## config.mk

```make
export PLATFORM = sky130hd
export DESIGN_NAME = gsa_cell
export DESIGN_NICKNAME = d
export VERILOG_FILES = /design/src/hw/rtl/gsa_pkg.sv /design/src/hw/rtl/gsa_cell.sv
export SDC_FILE = /design/constraint.sdc
export NUM_CORES = 1
export LEC_CHECK = 0
export BUFFER_PORTS_ARGS = -buffer_cell sky130_fd_sc_hd__buf_4
export CORE_ASPECT_RATIO = 0.7
export CORE_UTILIZATION = 43
export DETAILED_ROUTE_END_ITERATION = 6
export PLACE_DENSITY = 0.86
export SYNTH_ARGS = -nofsm -noshare
export SYNTH_HDL_FRONTEND = slang
export SYNTH_SLANG_ARGS = --single-unit
export TNS_END_PERCENT = 10
```

## constraint.sdc

```tcl
create_clock -name clk -period 1 [get_ports clk]
set_input_delay 0.2 -clock clk [delete_from_list [all_inputs] [get_ports clk]]
set_output_delay 0.2 -clock clk [all_outputs]
set_load 0.1 [all_outputs]
```

## src/hw/rtl/gsa_pkg.sv

```systemverilog
// gsa_pkg: shared types and constants for the generational slot allocator
// no dependencies
package gsa_pkg;
  localparam int MaxSlots = 256;
  localparam int RefBits = 16;
  localparam int IdxW = 9;
  localparam int GenW = 32;

  typedef enum logic [1:0] {
    MODE_ALLOC = 2'd0,
    MODE_CHECK = 2'd1,
    MODE_RETAIN = 2'd2,
    MODE_RELEASE = 2'd3
  } mode_t;

  typedef enum logic [1:0] {
    ST_OK = 2'd0,
    ST_INVALID = 2'd1,
    ST_NOT_ACTIVE = 2'd2,
    ST_NO_FREE = 2'd3
  } status_t;

  // word circulating along the ring of slot cells
  typedef struct packed {
    logic [RefBits-1:0] cnt;
    logic [GenW-1:0] gen;
  } slot_word_t;
endpackage

```

## src/hw/rtl/gsa_cell.sv

```systemverilog
// gsa_cell: one register stage of the slot ring
// depends on gsa_pkg
module gsa_cell (
  input  logic               clk,
  input  logic               rst,
  input  logic               shift,
  input  gsa_pkg::slot_word_t d,
  output gsa_pkg::slot_word_t q
);
  import gsa_pkg::*;

  always_ff @(posedge clk) begin
    if (rst) begin
      q <= '0;
    end else if (shift) begin
      q <= d;
    end
  end
endmodule

```

==> flow_metrics.py <==
metrics = {
    "timing": {
        "finalMaxSlewViolations": 0,
        "setup_viol": 48,
        "hold_viol": 0,
        "setup_slack_ns": -0.05641,
        "slew-limit-headroom_pct": 82.64,
        "period_needed_ns": 1.056,
        "finalSetupTns_ns": -1.725,
        "hold_ws_ns": 0.1330,
        "period_share_pct": 105.6,
        "tightest_slew_ns": 0.2531,
        "rsz0062_at_grt": "true",
        "clock_skew_ns": 0,
        "clock.fmax_mhz": 946.6,
    },
    "worst_setup_path": {
        "critPathLaunch": "q[20]$_SDFFE_PP0P_",
        "path_max_fanout": 2,
        "critPathCaptureType": "output port",
        "cp-start-kind": "register",
        "worstPathCellList": "buf_12",
        "arrival_ns": 0.86,
        "cpMaxStageDelayCell": "dfxtp_2",
        "critPathTopFamily": "flip-flops",
        "cp.required_ns": 0.80,
        "cpPeakStageDelay_ns": 0.38,
        "crit_type": "register to output port",
        "crit_buf_inv": 1,
        "r2r_start": "q[43]$_SDFFE_PP0P_",
    },
    "final_layout": {
        "final_area_um2": 3312,
        "syn2layout_area_growth_pct": 91.53,
        "diodes": 0,
        "final_common_cell": "buf_12",
        "post-route-util_pct": 90.22,
        "largest_reg_flops": 48,
        "regMostFlops": "q",
        "mostFrequentLayoutCells": "buf_12 (52), buf_4 (51), mux2i_1 (48), nor2_1 (48), dfxtp_2 (41)",
        "drive_above_1_share_pct": 62.35,
        "top_regs": "q x48",
        "finalNetCount": 305,
    },
    "floorplan": {
        "rows": 18,
        "fp.dieW_um": 77.80,
        "core_region_area_um2": 3671,
        "io-pin-count": 99,
        "die_area_um2": 4283,
        "die_y_um": 55.06,
        "start_util_pct": 47.10,
    },
    "synthesis": {
        "synth-seq-cells": 48,
        "synth_xor_xnor_area_share_pct": 0,
        "synthSimpleGateAreaFrac_pct": 10.42,
        "yosysWarningCount": 0,
        "synth_nets": 206,
        "synth_compound_area_share_pct": 0,
        "synthCells": 155,
        "syn_avg_cell_area_um2": 11.16,
        "synth_top_family_by_area": "multiplexers",
        "muxShareOfSynthArea_pct": 27.79,
        "yosys.area_share.adder_pct": 0,
        "yosysUniqueCellTypes": 8,
        "ys_seq_area_share_pct": 55.57,
        "netlist_area_um2": 1729,
    },
    "global_route": {
        "track_usage_pct": 25.40,
        "grt_pass1_wl_mm": 7.831,
        "grt_max_degree": 49,
        "antenna_found_initial": 0,
        "globalRouteOverflowTotal": 0,
        "grt_pass1_vias": 1555,
    },
    "clocking": {
        "clk_pin_slew_ns": 0.09,
        "htree_num_levels": 2,
        "cts_buffers": 5,
        "cts_tree": "done",
        "cts.root.buffer_cell": "clkbuf_8",
        "hold_buffers": 0,
        "cts_sinks": 48,
        "clk_path_buf_depth": 2,
        "clk_latency_ns": 0.29,
    },
    "outcome": {
        "violations": "negative setup slack",
        "status": "complete, but fails checks",
    },
    "placed_design": {
        "io_buffers": 98,
        "gp_congestion": 0.6692,
        "dp_hpwl_mm": 2.809,
        "dpl_cell_area_um2": 2511,
    },
    "route": {
        "drc": 0,
        "drt-total-wl_mm": 5.678,
        "ant_nets": 0,
        "initialDrtViolationCount": 50,
        "drt_first_pass_iters": 4,
        "wire_per_inst_um": 18.62,
        "via_count": 1555,
        "vias_per_cell": 5.098,
    },
    "power_and_ir_drop": {
        "vdd_drop_max_v": 0.001464,
        "p_leak_nw": 1.544,
        "powerDensity_nw_per_um2": 1651,
    },
    "flow_run": {
        "maxCapViolCount": 0,
    },
    "min_path": {
        "hold_start": "d[36]",
        "hold_path_class": "input port to register",
    },
}
## layer usage
layer  up-vias  part of all wire [%]  global-route usage, %
met2        94                    53                  51.62
met3        20                   8.2                  8.525
met4         0                   2.8                  7.233
li1        705                     -                      -
met1       736                    36                  25.73
met5         -                     0                      0
## power breakdown
part           total (mW)  leakage, nW  internal [mW]  switching (mW)
Clock                1.52       0.0645          0.883           0.637
Combinational        1.77         1.06          0.691            1.08
Sequential           2.17        0.415           2.04           0.132
## area by class of cell
class	count	area, µm²
Clock inverter	1	30.03
Sequential cell	48	1039
Timing Repair Buffer	103	1424
Fill cell	153	359.1
Clock buffer	7	96.34
Multi-Input combinational cell	96	660.6
Tap cell	50	62.56
## synth_stat cells, drive strengths merged
master / count / share of area, %
dfxtp: 48 / 56
mux2i: 48 / 28
nor2: 48 / 10
buf: 8 / 5.6
clkbuf: 3 / 0.65
## worst paths after layout
check	endpoint	slack [ns]	cells past startpoint
hold reg to reg	q[36]$_SDFFE_PP0P_	0.53	2
setup / recovery	q[20]	-0.06	1
setup reg to reg	q[43]$_SDFFE_PP0P_	0.12	3
hold / removal	q[36]$_SDFFE_PP0P_	0.13	3
## what timing repair did
item | in CTS | in global routing
endpoints found under the setup margin | 48 | 48
gates cloned | 0 | 0
resized for setup | 183 | 7
buffers inserted | 0 | 1
## stage by stage
| stage | power (mW) | std cells | worst slack, ns |
|---|---|---|---|
| 2_1_floorplan | 3.208 | 155 | -0.2400 |
| 3_3_place_gp | 3.563 | 296 | 0.1183 |
| 3_5_place_dp | 3.582 | 296 | 0.06453 |
| 4_1_cts | 5.415 | 304 | -0.05064 |
| 5_1_grt | 5.637 | 305 | -0.08291 |
| 6_report | 5.467 | 305 | -0.05641 |
## kinds of logic after synthesis
family,count (synthesis)
buf+inv,11
flops,48
mux,48
simple gates,48
No activity file was read; power rests on OpenSTA's default activity.
